--- src/rtl/rlds_pkg.sv ---
// Shared constants, codes and types for the run-length deduplicating stack.
package rlds_pkg;

    localparam int DEPTH      = 64;
    localparam int DATA_WIDTH = 32;
    localparam int COPY_WIDTH = 16;
    localparam int ADDR_W     = $clog2(DEPTH);
    localparam int CNT_W      = $clog2(DEPTH + 1);
    localparam int ENTRIES_W  = 7;

    localparam logic [COPY_WIDTH-1:0] COPY_MAX = {COPY_WIDTH{1'b1}};

    typedef enum logic [1:0] {
        REQ_PUSH      = 2'd0,
        REQ_PUSH_COPY = 2'd1,
        REQ_POP       = 2'd2,
        REQ_PEEK      = 2'd3
    } req_t;

    typedef enum logic [1:0] {
        ST_OK         = 2'd0,
        ST_EMPTY      = 2'd1,
        ST_FULL       = 2'd2,
        ST_COUNT_FULL = 2'd3
    } status_t;

    typedef struct packed {
        logic [DATA_WIDTH-1:0] value;
        logic [COPY_WIDTH-1:0] copies;
    } entry_t;

endpackage

--- src/rtl/run_length_dedup_stack.sv ---
// Run-length deduplicating stack: top entry in registers, lower entries in a memory.
// The result of a request is registered when its request transaction is accepted.
// Throughput: one request per cycle while no result is stalled; the top entry and the
// one below are registers, the latter refilled each cycle by a registered memory read.
// Reset (aresetn low, synchronous): stack empty, dedup_enable set, no result pending.
// Memory contents are not cleared; only entries below the fill count are ever used.
module run_length_dedup_stack (
    input  logic                               aclk,
    input  logic                               aresetn,
    input  logic                               cfg_wr_en,
    input  logic                               cfg_wr_data,
    input  logic                               s_valid,
    output logic                               s_ready,
    input  logic [1:0]                         s_req_type,
    input  logic [rlds_pkg::DATA_WIDTH-1:0]    s_data_in,
    output logic                               m_valid,
    input  logic                               m_ready,
    output logic [rlds_pkg::DATA_WIDTH-1:0]    m_data_out,
    output logic [1:0]                         m_status,
    output logic                               m_now_empty,
    output logic [rlds_pkg::COPY_WIDTH-1:0]    m_top_copies,
    output logic [rlds_pkg::ENTRIES_W-1:0]     m_entries_used
);

    // State registers
    logic                              dedup_reg;
    logic [rlds_pkg::CNT_W-1:0]        count_reg, count_next;
    rlds_pkg::entry_t                  top_reg, top_next;
    rlds_pkg::entry_t                  mem_rd_reg;
    rlds_pkg::entry_t                  byp_data_reg;
    logic                              byp_reg;
    rlds_pkg::entry_t                  mem [rlds_pkg::DEPTH];

    // Result register
    logic                              out_valid_reg;
    logic [rlds_pkg::DATA_WIDTH-1:0]   out_data_reg;
    logic [1:0]                        out_status_reg;
    logic                              out_empty_reg;
    logic [rlds_pkg::COPY_WIDTH-1:0]   out_copies_reg;
    logic [rlds_pkg::ENTRIES_W-1:0]    out_entries_reg;

    logic                              accept;
    logic                              push_new;
    rlds_pkg::entry_t                  second;
    rlds_pkg::req_t                    req;
    rlds_pkg::status_t                 status;
    logic [rlds_pkg::DATA_WIDTH-1:0]   rd_data;
    logic [rlds_pkg::CNT_W-1:0]        count_m1;
    logic [rlds_pkg::CNT_W-1:0]        rd_cnt;
    logic [rlds_pkg::ADDR_W-1:0]       wr_addr;
    logic [rlds_pkg::ADDR_W-1:0]       rd_addr;

    assign s_ready = !out_valid_reg || m_ready;
    assign accept  = s_valid && s_ready;
    assign req     = rlds_pkg::req_t'(s_req_type);

    // Entry below the top: bypass the value just pushed down
    assign second   = byp_reg ? byp_data_reg : mem_rd_reg;
    assign count_m1 = count_reg - rlds_pkg::CNT_W'(1);
    assign wr_addr  = count_m1[rlds_pkg::ADDR_W-1:0];
    assign rd_cnt   = count_next - rlds_pkg::CNT_W'(2);
    assign rd_addr  = rd_cnt[rlds_pkg::ADDR_W-1:0];

    // Serve the request against the top entry
    always_comb begin
        count_next = count_reg;
        top_next   = top_reg;
        status     = rlds_pkg::ST_OK;
        rd_data    = '0;
        push_new   = 1'b0;
        if (accept) begin
            unique case (req)
                rlds_pkg::REQ_PUSH: begin
                    if (count_reg != '0 && dedup_reg && top_reg.value == s_data_in) begin
                        if (top_reg.copies == rlds_pkg::COPY_MAX) begin
                            status = rlds_pkg::ST_COUNT_FULL;
                        end else begin
                            top_next.copies = top_reg.copies + rlds_pkg::COPY_WIDTH'(1);
                        end
                    end else if (count_reg == rlds_pkg::CNT_W'(rlds_pkg::DEPTH)) begin
                        status = rlds_pkg::ST_FULL;
                    end else begin
                        push_new        = 1'b1;
                        top_next.value  = s_data_in;
                        top_next.copies = rlds_pkg::COPY_WIDTH'(1);
                        count_next      = count_reg + rlds_pkg::CNT_W'(1);
                    end
                end
                rlds_pkg::REQ_PUSH_COPY: begin
                    if (count_reg == '0) begin
                        status = rlds_pkg::ST_EMPTY;
                    end else if (top_reg.copies == rlds_pkg::COPY_MAX) begin
                        status = rlds_pkg::ST_COUNT_FULL;
                    end else begin
                        top_next.copies = top_reg.copies + rlds_pkg::COPY_WIDTH'(1);
                    end
                end
                rlds_pkg::REQ_POP: begin
                    if (count_reg == '0) begin
                        status = rlds_pkg::ST_EMPTY;
                    end else begin
                        rd_data = top_reg.value;
                        if (top_reg.copies <= rlds_pkg::COPY_WIDTH'(1)) begin
                            top_next   = second;
                            count_next = count_m1;
                        end else begin
                            top_next.copies = top_reg.copies - rlds_pkg::COPY_WIDTH'(1);
                        end
                    end
                end
                rlds_pkg::REQ_PEEK: begin
                    if (count_reg == '0) begin
                        status = rlds_pkg::ST_EMPTY;
                    end else begin
                        rd_data = top_reg.value;
                    end
                end
                default: begin
                    status = rlds_pkg::ST_OK;
                end
            endcase
        end
    end

    // Spill the old top on a new entry; prefetch the entry below the next top
    always_ff @(posedge aclk) begin
        if (push_new && count_reg != '0) begin
            mem[wr_addr] <= top_reg;
        end
        mem_rd_reg   <= mem[rd_addr];
        byp_data_reg <= top_reg;
        top_reg      <= top_next;
    end

    // Control state
    always_ff @(posedge aclk) begin
        if (!aresetn) begin
            dedup_reg <= 1'b1;
            count_reg <= '0;
            byp_reg   <= 1'b0;
        end else begin
            if (cfg_wr_en) begin
                dedup_reg <= cfg_wr_data;
            end
            count_reg <= count_next;
            byp_reg   <= push_new && count_reg != '0;
        end
    end

    // Hold the result until the transaction completes downstream
    always_ff @(posedge aclk) begin
        if (!aresetn) begin
            out_valid_reg <= 1'b0;
        end else if (accept) begin
            out_valid_reg <= 1'b1;
        end else if (m_ready) begin
            out_valid_reg <= 1'b0;
        end
    end

    always_ff @(posedge aclk) begin
        if (accept) begin
            out_data_reg    <= rd_data;
            out_status_reg  <= status;
            out_empty_reg   <= (count_next == '0);
            out_copies_reg  <= (count_next == '0) ? '0 : top_next.copies;
            out_entries_reg <= rlds_pkg::ENTRIES_W'(count_next);
        end
    end

    assign m_valid        = out_valid_reg;
    assign m_data_out     = out_data_reg;
    assign m_status       = out_status_reg;
    assign m_now_empty    = out_empty_reg;
    assign m_top_copies   = out_copies_reg;
    assign m_entries_used = out_entries_reg;

endmodule

--- config.mk ---
export PLATFORM = sky130hd
export DESIGN_NAME = run_length_dedup_stack
export DESIGN_NICKNAME = d
export VERILOG_FILES = /design/src/rtl/rlds_pkg.sv /design/src/rtl/run_length_dedup_stack.sv
export SDC_FILE = /design/constraint.sdc
export NUM_CORES = 2
export LEC_CHECK = 0
export BUFFER_PORTS_ARGS = -buffer_cell sky130_fd_sc_hd__buf_2
export CAP_MARGIN = 20
export CORE_ASPECT_RATIO = 0.5
export CORE_MARGIN = 3
export CORE_UTILIZATION = 50
export CTS_CLUSTER_DIAMETER = 40
export DETAILED_ROUTE_END_ITERATION = 7
export PLACE_DENSITY = 0.72
export RECOVER_POWER = 50
export SLEW_MARGIN = 20
export SYNTH_ARGS = -nofsm -noshare
export SYNTH_HDL_FRONTEND = slang
export SYNTH_SLANG_ARGS = --single-unit
--- constraint.sdc ---
create_clock -name aclk -period 7.05 [get_ports aclk]
set_input_delay 0.3525 -clock aclk [delete_from_list [all_inputs] [get_ports aclk]]
set_output_delay 0.3525 -clock aclk [all_outputs]
set_load 0.005 [all_outputs]
==> qor.txt <==
status - complete, but fails checks
violated checks - max-capacitance violations, max-slew violations
Fill cells - 19010
DRC - 0
drt via density - 6.423
Yosys cell types - 73
antenna violations before repair - 21
Yosys Warn Count - 0
worst setup path endpoint - m_top_copies[6]
largest register by flop count - mem
minimum clock period - 6310 ps
WS Path Type - flop to flop
via count - 77030
hold_buf cts - 38
Max rail drop VDD - 0.0002163 V
clk buf depth - 4
final worst slack - 739.9 ps
Syn Nets - 8143
HPWL Detailed - 199.5 mm
GRT Total Usage - 27.22%
Port Buffers - 99
Final Skew - 32.74 ps
DRT antenna net count - 0
area grow syn2layout - 12.45%
Post-synth ARST share - 0%
Primary FF master, synth - edfxtp_1
CTS Root Cell - clkbuf_16
Placer Congestion - 0.9049
Final Hold Viols - 0
Top Ports - 100
CTS buffer count - 301
Worst Path Max Fanout - 73
Die X - 724.3 um
clk slew on worst S/H paths - 70 ps
CP startpoint - top_reg[7]
Die ar. - 0.2645 mm^2
later-pin clock latency in the skew report - 860 ps
Crit. End Element - flop
Seq/Total Area, Yosys - 75.50%
r2r setup slk - 740 ps
post-CTS setup buffers - 0
Yosys reg bits - 3284
htree depth - 5
worst rel slew slack - -157.5%
core area - 0.2559 mm^2
initial core utilization - 50.42%
Nets - 8346
CP cell instances - clkbuf_1, nand2_1, nor2_1, nand3_1, or3_1, nand2_1, nor2_1, and3_1, nor2b_1, a221o_1, nor2b_1
Rows - 131
fin. max-slew vios - 3254
Slew @ Worst Pin - 3862 ps
Routed WL - 364.6 mm
layout cells sized above 1 - 14.20%
stages on the worst setup path - 11
Period Utilization, post-route - 89.51%
CTS tree - built
Die H - 365.2 um
Post-Syn Instances - 8097
RSZ-0062 raised after global routing - no
drt first pass iters - 6
Leak Pwr - 0.05009 uW
area of the mapped netlist - 0.1290 mm^2
largest net degree at the start of global routing - 133
vias in the first global route - 73390
setup TNS - 0 ps
first-pass GRT wire length - 523.7 mm
post_cts resized - 0
total grt overflow - 0
Worst path top cell family by delay - simple AND/OR/NAND/NOR gates
CP Launch Type - flop
Critical Path Max Stage Delay - 2600 ps
Pwr per Cell Area - 301.5 mW/mm^2
WP data required - 7610 ps
Syn Area/Cell - 15.93 um^2
clk sinks - 3284
initial drt markers - 12360
Max-cap violations - 47
CP Data Arrival Time - 6870 ps
EDFF count, synth - 3162
reg2reg start - top_reg[7]
HP Class - primary input to flop
Max Freq - 158.5 MHz
CP max stage cell - clkbuf_1
Setup WS pre-CTS - 932.8 ps
max FFs per register - 3072
FF-to-FF End - m_top_copies[6]
post-DR wirelength/cell - 30.40 um
CP bufs+invs - 1
final setup violation count - 0
R2R cell count - 11
==> worst min path at each step <==
stage                        from              to  slack (ps)  depth (start not counted)
finish              s_req_type[1]  m_data_out[10]          80                          2
CTS                 s_req_type[1]  m_data_out[15]          30                          2
global route        s_req_type[1]  m_data_out[10]          80                          2
floorplan                 aresetn       dedup_reg         410                          1
detailed placement      dedup_reg       dedup_reg         520                          2
global placement        dedup_reg       dedup_reg         530                          2
==> through the flow <==
stage	power [uW]	cell area [um^2]	instances	util, %	hold WS [ps]
global placement	27680	135200	11410	52.86	525.5
CTS	43640	145200	11980	56.76	26.60
detailed placement	27760	135300	11420	52.87	524.4
finish	43730	145100	11990	56.69	84.78
floorplan	25640	129000	8097	-	414.4
global route	44850	145000	11980	56.68	77.42
==> cell type report <==
class                      count  area (um^2)  share of cell area, %
antenna                       10        25.02                0.01725
clock buffer                 380         8110                  5.591
clock inverter               149         1456                  1.004
inverter                      16        82.58                0.05693
multi-input combinational   4279        30010                  20.69
sequential                  3284        97400                  67.14
tap                         3458         4327                  2.983
timing repair buffer         418         3646                  2.513
==> cell usage in the layout, fill, tap and decap left out, types with 13 or more instances in the layout <==
| cell type | netlist | layout |
|---|---|---|
| a311oi_1 | 188 | 188 |
| nor3_1 | 26 | 25 |
| inv_6 | 0 | 17 |
| nor2_4 | 0 | 67 |
| buf_12 | 0 | 68 |
| mux2i_1 | 444 | 444 |
| and3_1 | 469 | 469 |
| clkinv_2 | 0 | 39 |
| bufinv_16 | 0 | 21 |
| dlygate4sd3_1 | 0 | 38 |
| nand2_1 | 1587 | 1585 |
| o21ai_1 | 16 | 16 |
| buf_2 | 144 | 59 |
| o21ai_0 | 102 | 99 |
| and2_1 | 27 | 27 |
| nor2b_1 | 17 | 17 |
| mux4_2 | 174 | 174 |
| clkbuf_16 | 0 | 310 |
| o22ai_1 | 105 | 104 |
| and2_0 | 15 | 15 |
| o31ai_1 | 99 | 96 |
| dfxtp_1 | 122 | 121 |
| nand4_1 | 59 | 59 |
| a21oi_1 | 82 | 79 |
| o32ai_1 | 92 | 92 |
| nor2_1 | 143 | 74 |
| a211oi_1 | 49 | 49 |
| xnor2_1 | 43 | 43 |
| clkbuf_1 | 332 | 149 |
| a32o_1 | 41 | 41 |
| nand3_1 | 58 | 55 |
| clkinvlp_4 | 0 | 13 |
| mux2_2 | 215 | 215 |
| clkinv_1 | 1 | 42 |
| buf_4 | 15 | 163 |
| edfxtp_1 | 3162 | 3162 |
| a2111oi_0 | 88 | 88 |
==> cell families after synthesis <==
logic type | Yosys count | share of synthesized area (%)
flops | 3284 | 75.50
simple gates | 2451 | 8.492
compound gates | 934 | 5.448
mux | 833 | 8.360
buf+inv | 534 | 1.766
xor+xnor | 54 | 0.3666
fa+ha+maj | 7 | 0.06596
==> synth_stat cells, types with 15 or more instances <==
library cell	number	area, um^2
a311oi_1	188	1647
a2111oi_0	88	770.7
o32ai_1	92	805.8
buf_4	15	112.6
and3_1	469	2934
o21ai_0	102	510.5
nor2b_1	17	106.4
buf_1	22	82.58
buf_2	144	720.7
a211oi_1	49	367.9
clkbuf_1	332	1246
a32o_1	41	410.4
and2_1	27	168.9
nor2_1	143	536.8
nor3_1	26	130.1
xnor2_1	43	376.6
o31ai_1	99	743.2
edfxtp_1	3162	94950
o21ai_1	16	80.08
mux2i_1	444	4444
nand2_1	1587	5957
mux4_2	174	3919
and2_0	15	93.84
o22ai_1	105	656.9
dfxtp_1	122	2442
nand3_1	58	290.3
nand4_1	59	369.1
mux2_2	215	2421
a21oi_1	82	410.4
==> worst register-to-register path, stage by stage, from the launching register on <==
cell	delay [ps]
dfxtp_1	330
clkbuf_1	2600
nand2_1	430
nor2_1	480
nand3_1	170
or3_1	750
nand2_1	260
nor2_1	70
and3_1	190
nor2b_1	150
a221o_1	450
nor2b_1	150
==> per-layer routing <==
metal / track usage [%] / up-vias / share of wire [%]
li1: - / 31850 / -
met3: 5.617 / 870 / 13
met4: 11.38 / 12 / 4.9
met2: 41.18 / 5372 / 45
met5: 0 / - / 0.019
met1: 38.81 / 38930 / 38
==> power by group <==
part	internal, uW	switching (uW)
Clock	9000	7180
Sequential	22000	368
Combinational	1620	3570
Note: power is estimated with default switching activity, not from simulation.
